[config.mk]
export PLATFORM = sky130hd
export DESIGN_NAME = dead_reckoning_pose_integrator_core
export DESIGN_NICKNAME = d
export VERILOG_FILES = /design/src/rtl/drpi_pkg.sv /design/src/rtl/drpi_cordic.sv /design/src/rtl/dead_reckoning_pose_integrator_core.sv
export SDC_FILE = /design/constraint.sdc
export NUM_CORES = 2
export LEC_CHECK = 0
export BUFFER_PORTS_ARGS = -buffer_cell sky130_fd_sc_hd__buf_4
export CAP_MARGIN = 20
export CELL_PAD_IN_SITES_DETAIL_PLACEMENT = 0
export CELL_PAD_IN_SITES_GLOBAL_PLACEMENT = 1
export CORE_MARGIN = 4
export CORE_UTILIZATION = 42
export DETAILED_ROUTE_END_ITERATION = 12
export GPL_TIMING_DRIVEN = 0
export PLACE_DENSITY_LB_ADDON = 0.1
export SLEW_MARGIN = 20
export SYNTH_ARGS = -nofsm -noshare
export SYNTH_HDL_FRONTEND = slang
export SYNTH_HIERARCHICAL = 1
export SYNTH_SLANG_ARGS = --single-unit
[constraint.sdc]
create_clock -name aclk -period 17.81 [get_ports aclk]
set_clock_uncertainty 0.05 [all_clocks]
set_input_delay 5.343 -clock aclk [delete_from_list [all_inputs] [get_ports aclk]]
set_output_delay 5.343 -clock aclk [all_outputs]
set_load 0.03 [all_outputs]
[src/rtl/drpi_pkg.sv]
// ----------------------------------------------------------------------------
// drpi_pkg
// Types, constants and tables shared by the dead-reckoning pose integrator.
// ----------------------------------------------------------------------------
package drpi_pkg;

    typedef struct packed {
        logic signed [15:0] linear_speed;
        logic signed [15:0] wheel_turn_rate;
        logic signed [15:0] yaw_rate;
        logic        [19:0] time_step;
    } drpi_in_t;

    typedef struct packed {
        logic signed [47:0] x_position;
        logic signed [47:0] y_position;
        logic        [31:0] heading;
        logic signed [15:0] forward_speed;
        logic signed [15:0] turn_rate_out;
    } drpi_out_t;

    typedef enum logic [3:0] {
        ST_IDLE,
        ST_ROTATE,
        ST_SD,
        ST_YD,
        ST_PX,
        ST_PY,
        ST_PKH,
        ST_HEAD,
        ST_DONE
    } drpi_state_t;

    localparam int                 CORDIC_ITERS = 16;
    localparam logic signed [33:0] CORDIC_START = 34'sd652032874;

    localparam logic [25:0] HEAD_K_Q28 = 26'd44798134;
    localparam logic [12:0] HEAD_K_HI  = HEAD_K_Q28[25:13];
    localparam logic [12:0] HEAD_K_LO  = HEAD_K_Q28[12:0];

    localparam logic signed [49:0] POS_MAX_EXT = 50'sd140737488355327;
    localparam logic signed [49:0] POS_MIN_EXT = -50'sd140737488355328;

    function automatic logic [29:0] atan_bam(input logic [3:0] idx);
        logic [29:0] v;
        case (idx)
            4'd0:    v = 30'h20000000;
            4'd1:    v = 30'h12E4051E;
            4'd2:    v = 30'h09FB385B;
            4'd3:    v = 30'h051111D4;
            4'd4:    v = 30'h028B0D43;
            4'd5:    v = 30'h0145D7E1;
            4'd6:    v = 30'h00A2F61E;
            4'd7:    v = 30'h00517C55;
            4'd8:    v = 30'h0028BE53;
            4'd9:    v = 30'h00145F2F;
            4'd10:   v = 30'h000A2F98;
            4'd11:   v = 30'h000517CC;
            4'd12:   v = 30'h00028BE6;
            4'd13:   v = 30'h000145F3;
            4'd14:   v = 30'h0000A2FA;
            default: v = 30'h0000517D;
        endcase
        return v;
    endfunction

endpackage

[src/rtl/drpi_cordic.sv]
// ----------------------------------------------------------------------------
// drpi_cordic
// Iterative rotation CORDIC: one micro-rotation per cycle, then quadrant
// mapping and rounding to Q1.15 cosine and sine of a binary angle.
// ----------------------------------------------------------------------------
module drpi_cordic
    import drpi_pkg::*;
#(
    parameter int TRIG_BITS = 16
) (
    input  logic               aclk,
    input  logic               aresetn,
    input  logic               start,
    input  logic [31:0]        angle,
    output logic               done,
    output logic signed [15:0] cos_out,
    output logic signed [15:0] sin_out
);

    localparam logic [31:0] KEEP_MASK = ~((32'd1 << (32 - TRIG_BITS)) - 32'd1);
    localparam logic [3:0]  LAST_ITER = 4'(CORDIC_ITERS - 1);

    logic signed [33:0] x_reg, x_next;
    logic signed [33:0] y_reg, y_next;
    logic signed [31:0] z_reg, z_next;
    logic [1:0]         quad_reg;
    logic [3:0]         iter_reg;
    logic               busy_reg;
    logic               fin_reg;

    logic [31:0]        ang_masked;
    logic signed [33:0] xs, ys;
    logic signed [31:0] atan_step;
    logic signed [33:0] x_rnd, y_rnd;
    logic signed [19:0] c_raw, s_raw;
    logic signed [19:0] c_map, s_map;

    function automatic logic signed [15:0] sat16(input logic signed [19:0] v);
        logic signed [15:0] r;
        if (v > 20'sd32767) begin
            r = 16'sh7FFF;
        end else if (v < -20'sd32768) begin
            r = 16'sh8000;
        end else begin
            r = v[15:0];
        end
        return r;
    endfunction

    assign ang_masked = angle & KEEP_MASK;
    assign atan_step  = $signed({2'b00, atan_bam(iter_reg)});

    always_comb begin
        xs = x_reg >>> iter_reg;
        ys = y_reg >>> iter_reg;
        if (!z_reg[31]) begin
            x_next = x_reg - ys;
            y_next = y_reg + xs;
            z_next = z_reg - atan_step;
        end else begin
            x_next = x_reg + ys;
            y_next = y_reg - xs;
            z_next = z_reg + atan_step;
        end
    end

    always_ff @(posedge aclk) begin
        if (!aresetn) begin
            busy_reg <= 1'b0;
            fin_reg  <= 1'b0;
            iter_reg <= '0;
        end else begin
            fin_reg <= busy_reg && (iter_reg == LAST_ITER);
            if (start) begin
                busy_reg <= 1'b1;
                iter_reg <= '0;
            end else if (busy_reg) begin
                iter_reg <= iter_reg + 4'd1;
                if (iter_reg == LAST_ITER) begin
                    busy_reg <= 1'b0;
                end
            end
        end
    end

    always_ff @(posedge aclk) begin
        if (start) begin
            x_reg    <= CORDIC_START;
            y_reg    <= '0;
            z_reg    <= $signed({2'b00, ang_masked[29:0]});
            quad_reg <= ang_masked[31:30];
        end else if (busy_reg) begin
            x_reg <= x_next;
            y_reg <= y_next;
            z_reg <= z_next;
        end
    end

    // round to q1.15 and fold into the quadrant
    always_comb begin
        x_rnd = (x_reg + 34'sd16384) >>> 15;
        y_rnd = (y_reg + 34'sd16384) >>> 15;
        c_raw = x_rnd[19:0];
        s_raw = y_rnd[19:0];
        case (quad_reg)
            2'd0: begin
                c_map = c_raw;
                s_map = s_raw;
            end
            2'd1: begin
                c_map = -s_raw;
                s_map = c_raw;
            end
            2'd2: begin
                c_map = -c_raw;
                s_map = -s_raw;
            end
            default: begin
                c_map = s_raw;
                s_map = -c_raw;
            end
        endcase
    end

    assign cos_out = sat16(c_map);
    assign sin_out = sat16(s_map);
    assign done    = fin_reg;

endmodule

[src/rtl/dead_reckoning_pose_integrator_core.sv]
// ----------------------------------------------------------------------------
// dead_reckoning_pose_integrator_core
// Planar odometry: integrates speed and yaw rate into X, Y and heading.
// ----------------------------------------------------------------------------
// Each request's result is loaded into the output register after its steps
// run in order: the CORDIC micro-rotations and the rounding of the heading's
// cosine and sine, then six products on a single shared 36x17 multiplier
// (speed*dt, formed in the rotate state, then yaw*dt, the X and Y
// displacements and the heading scale in two halves), a heading update state
// and the load of the result register. s_ready returns as the result is
// loaded, so a new request is taken only once the last one is through.
// s_ready is high only between requests; a result waiting in the output
// register does not hold off the next request, but that request stalls
// before its load until the waiting result is taken. Positions are in
// nanometres and saturate at the 48-bit bounds, the heading is a wrapping
// binary angle. TRIG_BITS sets how many top heading bits feed the sine and
// cosine.
// ----------------------------------------------------------------------------
module dead_reckoning_pose_integrator_core
    import drpi_pkg::*;
#(
    parameter int TRIG_BITS = 16
) (
    input  logic      aclk,
    input  logic      aresetn,
    input  logic      s_valid,
    output logic      s_ready,
    input  drpi_in_t  s_data,
    output logic      m_valid,
    input  logic      m_ready,
    output drpi_out_t m_data
);

    drpi_state_t state_reg, state_next;

    drpi_in_t           in_reg;
    logic signed [47:0] pos_x_reg, pos_y_reg;
    logic [31:0]        heading_reg;
    logic signed [15:0] c_reg, s_reg;
    logic signed [35:0] sd_reg, yd_reg;
    logic signed [52:0] prod_reg;
    logic signed [61:0] acc_reg;
    logic               m_valid_reg;
    drpi_out_t          m_data_reg;

    logic               accept;
    logic               trig_start;
    logic               trig_done;
    logic signed [15:0] trig_cos, trig_sin;
    logic               load_out;

    logic signed [35:0] mul_a;
    logic signed [16:0] mul_b;
    logic signed [35:0] dt_ext;

    logic signed [52:0] prod_rnd;
    logic signed [37:0] delta;
    logic signed [49:0] sum_x, sum_y;
    logic signed [47:0] pos_x_next, pos_y_next;
    logic signed [61:0] prod_ext;
    logic signed [61:0] head_sum;

    assign accept = s_valid && s_ready;

    drpi_cordic #(
        .TRIG_BITS(TRIG_BITS)
    ) u_cordic (
        .aclk    (aclk),
        .aresetn (aresetn),
        .start   (trig_start),
        .angle   (heading_reg),
        .done    (trig_done),
        .cos_out (trig_cos),
        .sin_out (trig_sin)
    );

    // next state
    always_comb begin
        state_next = state_reg;
        unique case (state_reg)
            ST_IDLE:   if (accept) state_next = ST_ROTATE;
            ST_ROTATE: if (trig_done) state_next = ST_SD;
            ST_SD:     state_next = ST_YD;
            ST_YD:     state_next = ST_PX;
            ST_PX:     state_next = ST_PY;
            ST_PY:     state_next = ST_PKH;
            ST_PKH:    state_next = ST_HEAD;
            ST_HEAD:   state_next = ST_DONE;
            ST_DONE:   if (!m_valid_reg || m_ready) state_next = ST_IDLE;
            default:   state_next = ST_IDLE;
        endcase
    end

    // control outputs and multiplier operand select
    assign dt_ext = $signed({16'd0, in_reg.time_step});

    always_comb begin
        s_ready    = 1'b0;
        trig_start = 1'b0;
        load_out   = 1'b0;
        mul_a      = dt_ext;
        mul_b      = {in_reg.linear_speed[15], in_reg.linear_speed};
        unique case (state_reg)
            ST_IDLE: begin
                s_ready    = 1'b1;
                trig_start = s_valid;
            end
            ST_ROTATE: begin
                mul_a = dt_ext;
                mul_b = {in_reg.linear_speed[15], in_reg.linear_speed};
            end
            ST_SD: begin
                mul_a = dt_ext;
                mul_b = {in_reg.yaw_rate[15], in_reg.yaw_rate};
            end
            ST_YD: begin
                mul_a = sd_reg;
                mul_b = {c_reg[15], c_reg};
            end
            ST_PX: begin
                mul_a = sd_reg;
                mul_b = {s_reg[15], s_reg};
            end
            ST_PY: begin
                mul_a = yd_reg;
                mul_b = $signed({4'd0, HEAD_K_HI});
            end
            ST_PKH: begin
                mul_a = yd_reg;
                mul_b = $signed({4'd0, HEAD_K_LO});
            end
            ST_HEAD: begin
            end
            ST_DONE: begin
                load_out = !m_valid_reg || m_ready;
            end
            default: begin
            end
        endcase
    end

    // displacement rounding and saturating position add
    always_comb begin
        prod_rnd = (prod_reg + 53'sd16384) >>> 15;
        delta    = prod_rnd[37:0];
        sum_x    = {{2{pos_x_reg[47]}}, pos_x_reg} + {{12{delta[37]}}, delta};
        sum_y    = {{2{pos_y_reg[47]}}, pos_y_reg} + {{12{delta[37]}}, delta};
        if (sum_x > POS_MAX_EXT) begin
            pos_x_next = POS_MAX_EXT[47:0];
        end else if (sum_x < POS_MIN_EXT) begin
            pos_x_next = POS_MIN_EXT[47:0];
        end else begin
            pos_x_next = sum_x[47:0];
        end
        if (sum_y > POS_MAX_EXT) begin
            pos_y_next = POS_MAX_EXT[47:0];
        end else if (sum_y < POS_MIN_EXT) begin
            pos_y_next = POS_MIN_EXT[47:0];
        end else begin
            pos_y_next = sum_y[47:0];
        end
    end

    assign prod_ext = {{9{prod_reg[52]}}, prod_reg};
    assign head_sum = acc_reg + prod_ext + 62'sd134217728;

    // control state
    always_ff @(posedge aclk) begin
        if (!aresetn) begin
            state_reg   <= ST_IDLE;
            pos_x_reg   <= '0;
            pos_y_reg   <= '0;
            heading_reg <= '0;
            m_valid_reg <= 1'b0;
        end else begin
            state_reg <= state_next;
            if (state_reg == ST_PX) begin
                pos_x_reg <= pos_x_next;
            end
            if (state_reg == ST_PY) begin
                pos_y_reg <= pos_y_next;
            end
            if (state_reg == ST_HEAD) begin
                heading_reg <= heading_reg + head_sum[59:28];
            end
            if (load_out) begin
                m_valid_reg <= 1'b1;
            end else if (m_ready) begin
                m_valid_reg <= 1'b0;
            end
        end
    end

    // datapath registers
    always_ff @(posedge aclk) begin
        prod_reg <= mul_a * mul_b;
        if (accept) begin
            in_reg <= s_data;
        end
        if (state_reg == ST_ROTATE && trig_done) begin
            c_reg <= trig_cos;
            s_reg <= trig_sin;
        end
        if (state_reg == ST_SD) begin
            sd_reg <= prod_reg[35:0];
        end
        if (state_reg == ST_YD) begin
            yd_reg <= prod_reg[35:0];
        end
        if (state_reg == ST_PKH) begin
            acc_reg <= prod_ext <<< 13;
        end
        if (load_out) begin
            m_data_reg.x_position    <= pos_x_reg;
            m_data_reg.y_position    <= pos_y_reg;
            m_data_reg.heading       <= heading_reg;
            m_data_reg.forward_speed <= in_reg.linear_speed;
            m_data_reg.turn_rate_out <= in_reg.wheel_turn_rate;
        end
    end

    assign m_valid = m_valid_reg;
    assign m_data  = m_data_reg;

endmodule
Word level (Yosys, flattened, before mapping). Memory sizes are Yosys's and may differ from the RTL's. A register that Yosys moved wholly into a read port is not among the register bits. Index checks and enable logic that the tools add are counted.

Register bits: 673. Word-level logic and storage cells: 114. Memories kept: 1. Memory bits (read-only): 480.

Shift-type cells: 2. $lt $le $gt $ge: 8. Equality and inequality tests: 14. Muxes and demuxes: 29. Multiply operators: 1. Reduce and logical (&&, ||, !) cells: 13. $add $sub $neg: 17. Bitwise logic cells: 1.

Memories: (name not given) (words 16, bits a word 30, read ports 1, clocked after Yosys merged registers in 1, wr ports 0, line drpi_pkg.sv:46) `case (idx)`.

Operators with widths (count): 2-to-1 mux 48 bit (4); case mux 20 bit (3 select lines) (2); adder 48 x 38 -> 49 bit (2); > comparator 49 x 48 -> 1 bit (second input constant) (2); < comparator 49 x 48 -> 1 bit (second input constant) (2); case mux 17 bit (5 select lines) (1); case mux 36 bit (2 select lines) (1); adder 34 x 16 -> 34 bit (second input constant) (2); adder 34 bit (2); 2-to-1 mux 34 bit (2); >>> shifter 34 x 4 -> 34 bit (2); subtractor 34 bit (2); adder 60 x 29 -> 60 bit (second input constant) (1); adder 60 x 53 -> 60 bit (1); 2-to-1 mux 30 bit (2); adder 53 x 16 -> 53 bit (second input constant) (1); multiplier 36 x 17 -> 53 bit (1); > comparator 20 x 16 -> 1 bit (second input constant) (2); < comparator 20 x 16 -> 1 bit (second input constant) (2); negation 19 -> 20 bit (2); case mux 4 bit (9 select lines) (1); adder 32 x 31 -> 32 bit (1); adder 32 bit (1); 2-to-1 mux 16 bit (2); other kinds (22) (44).

Depth between registers and ports, before layout.
Depth after elaboration: 5. Gate-level depth with buffers: 35. Gate-level depth less buffers: 32.

By module. Netlist, hierarchy kept.

Modules (own cells, without submodules): dead_reckoning_pose_integrator_core (area each 48615.4 sq um, seq. area each 15104.5 sq um, cells each 4945, instances 1); drpi_cordic (area each 19232.2 sq um, seq. area each 2922.8 sq um, cells each 2433, instances 1).

Least setup slack after synthesis. No wires, ideal clock.

Path kind: in2reg. Start: input port s_valid. End: register u_cordic/atan_step[1] (netlist name). Setup slack: 3.418 ns. Stages on the path: 8. Arrival: 14.284 ns. Cell sequence: inv_1 -> nor4_1 -> inv_1 -> nand2_1 -> a21oi_1 -> nand2b_1 -> o31ai_1 -> a31o_2.

Cells in the longest elaborated chain, start to end: 3.

Ends and longest elaborated chain: start: declaration (line dead_reckoning_pose_integrator_core.sv:26) `input logic s_valid,`; 2-to-1 mux 1 bit (line dead_reckoning_pose_integrator_core.sv:103) `unique case (state_reg)`; OR reduction 2 bit (no line); 2-to-1 mux 4 bit (no line).

Every way passes these cells. A chain may end at the register's enable or synchronous reset.

Worst setup path after layout.
Start: register state_reg[2]. End: register prod_reg[52].

Cells in the longest elaborated chain, start to end: 4.

Ends and longest elaborated chain: start: declaration (line dead_reckoning_pose_integrator_core.sv:34) `drpi_state_t state_reg, state_next;`; start signal: assignment (line dead_reckoning_pose_integrator_core.sv:176) `state_reg <= state_next;`; equality test 4 x 3 -> 1 bit or equality test 4 x 2 -> 1 bit (tied branches) (line dead_reckoning_pose_integrator_core.sv:103); OR reduction 2 bit (no line); case mux 36 bit (2 select lines) (line dead_reckoning_pose_integrator_core.sv:103); multiplier 36 x 17 -> 53 bit (*) (line dead_reckoning_pose_integrator_core.sv:196) `prod_reg <= mul_a * mul_b;`; end signal: assignment (line dead_reckoning_pose_integrator_core.sv:196); end: declaration (line dead_reckoning_pose_integrator_core.sv:41) `logic signed [52:0] prod_reg;`.

Mark *: on every way between the ends. The rest lies on a longest branch, timed or not.

==> results.yml <==
sta:
  final_hold_viol_count: 0
  period_needed_ns: 12.22
  slew-limit-headroom_pct: 16.7
  timing.fmax_ghz: 0.0818
  grt_setup_unrepaired: "no"
  timing.final.max_slew_violations: 0
  finalCritPeriodShare_pct: 68.6
  measured_slew_at_the_worst_slew_check_pin_ns: 1.25
  timing.final.setup_violations: 0
finish:
  area.sequential_um2: 18000
  post-route-cell-area_um2: 76000
  multi_input_area_um2: 45400
  final_common_cell: "sky130_fd_sc_hd__inv_1"
  drive_above_1_share_pct: 9.22
  layout.filler_cells: 15667
  nets: 8855
  final_cell_mix: "sky130_fd_sc_hd__inv_1, sky130_fd_sc_hd__nand2_1, sky130_fd_sc_hd__nor2_1, sky130_fd_sc_hd__fa_1, sky130_fd_sc_hd__a21oi_1"
  layout-area-overhead-vs-synth_pct: 12.1
  insertedDiodeCount: 0
  largest_register_ffs: 160
drt:
  route.vias.total: 57451
  postRouteAntennaNets: 0
  drt_pass1_iterations: 6
  drt-vias-per-instance: 5.76
  drcViolationCount: 0
  route.final.wire_length_mm: 257
  drt_iter0_markers: 5019
  wl_per_cell_um: 25.7
min_path:
  timing.hold.worst.class: "reg -> reg"
  hold-path-cell-count: 0
  hold_path_end: "m_data[12]"
  hold_path_startpoint: "in_reg[48]"
die:
  start_util_pct: 42.3
  dieHeight_um: 410
  core_um2: 161000
  chipWidth_um: 410
  floorplan.io_pins: 234
  design.die.area_um2: 168000
  fp-row-count: 147
clock_tree:
  clock_sinks: 703
  ctsRootBufferMaster: "sky130_fd_sc_hd__clkbuf_16"
  cts-buffers-inserted: 86
  post_cts.repair.setup_buffers: 0
  ctsHoldBuffers: 0
  worst_skew_pair.late_latency_ns: 0.73
  cts_repair_resize_count: 0
  cts-htree-levels: 3
  clkSlewWorstSetupHoldPaths_ns: 0.06
  ctsLongestPathBuffers: 3
  tritoncts: "built"
synthesis:
  synth_cell_types: 107
  flip_flop_and_latch_count_after_synthesis: 703
  ys.warnings.count: 6
  post_synth.cell_area_avg_um2: 9.20
  seq_area_frac_synth_pct: 26.6
  synth.cell_area_um2: 67800
  synth_async_sr_flop_share_pct: 0
  postSynthNetCount: 8489
  mapped_cells: 7378
  synth_ff_type: "sky130_fd_sc_hd__edfxtp_1"
  synth_edf_count: 395
global_route:
  grtUsageTotal_pct: 30.0
  first_pass_grt_wire_length_mm: 377
  grt_max_degree: 41
  grt_antenna_before_repair: 5
  grt_pass1_vias: 56372
  grt_overflow_total: 0
setup_path:
  path_max_fanout: 10
  endpoint_required_time_on_the_critical_path_ns: 18.34
  critical_path.most_common_cell: "sky130_fd_sc_hd__fa_1"
  ff2ff_path_depth: 33
  cp-end-kind: "flop"
  setup.worst_path.start_class: "flop"
  timing.critical_path.slowest_stage_cell: "sky130_fd_sc_hd__nand4_1"
  crit_arrival_ns: 12.75
  worstSetupPathType: "reg -> reg"
  reg2reg_setup_slack_ns: 5.59
  cpPeakStageDelay_ns: 0.83
  worst_r2r_endpoint: "prod_reg[52]"
  worstReg2RegStart: "state_reg[2]"
outcome:
  outcome: "completed"
flow_run:
  maxCapViolations: 0
place:
  io_buffer_count: 233
  detailed_place_hpwl_mm: 205
  placement_cell_area_um2: 72900
  finalWeightedCongestion: 0.964
==> kinds of logic (layout without fill, tap and decap cells) <==
kind of cell	after synthesis	after routing	synth area share [%]
xor gates and xnor gates	448	448	5.79
DFF	703	703	26.6
muxes	227	227	5.21
and+or+nand+nor	2084	2084	13.9
adders and majority gates	1044	1044	25.7
AOI/OAI and AO/OA	1711	1711	16.1
buffers and inverters	1161	1601	6.69
==> metal layers <==
layer / track usage [%] / up-vias / share of wire, %
met3: 5.44 / 425 / 7.1
met5: 0 / - / 0.0086
met2: 47.5 / 2060 / 45
met1: 41.5 / 28706 / 44
li1: - / 26256 / -
met4: 9.94 / 4 / 3.7
==> critical path: cells and delay by family (launching register included) <==
| family | cells | cell delay, ns |
|---|---|---|
| buf+inv | 8 | 2.66 |
| compound gates | 6 | 1.88 |
| simple gates | 11 | 3.16 |
| fa+ha+maj | 7 | 3.54 |
| flops | 1 | 0.37 |
| xor+xnor | 1 | 0.36 |
==> worst max-delay path by stage <==
| stage | cells past startpoint | from | to |
|---|---|---|---|
| 4_1_cts | 32 | state_reg[2] | prod_reg[51] |
| 3_5_place_dp | 32 | state_reg[2] | prod_reg[51] |
| 6_report | 33 | state_reg[2] | prod_reg[52] |
| 5_1_grt | 33 | state_reg[2] | prod_reg[48] |
| 2_1_floorplan | 8 | s_valid | u_cordic/atan_step[1] |
| 3_3_place_gp | 7 | s_valid | u_cordic/z_reg[29] |
==> layout make-up <==
cell class	count	area share (%)
inverters	777	3.84
clock buffers	114	3.15
flip-flops and latches	703	23.7
repair buffers	278	3.00
multi-input cells	5514	59.7
well taps	2160	3.55
clock inverters	48	0.931
plain buffers	384	2.16
==> cell usage after synthesis (all sizes together), types with 85 or more instances <==
library cell	n	area, um2
inv	775	2910
nand2	722	2710
nor2	679	2550
fa	588	11800
a21oi	543	2750
ha	451	5640
o21ai	399	2000
edfxtp	395	11900
dfxtp	308	6170
clkbuf	299	1120
xnor2	274	2410
a21o	174	1310
xor2	174	1520
nand3	126	631
mux4	96	2170
nor3	91	460
mux2i	86	861
buf	85	497
==> per-stage QoR <==
step / setup TNS [ns] / utilization (%) / instances / setup slack (ns) / hold WS, ns
after floorplan: 0 / - / 7378 / 3.42 / 0.350
after global placement: -890.31 / 45.0 / 9771 / -9.75 / 0.351
after detailed placement: 0 / 45.4 / 9815 / 5.88 / 0.355
after CTS: 0 / 47.4 / 9977 / 5.78 / 0.369
after global routing: 0 / 47.4 / 9978 / 5.19 / 0.375
final: 0 / 47.4 / 9978 / 5.59 / 0.367
Power is not shown: default switching activity piles up to over one toggle a cycle in this logic, so the estimate is an artifact.
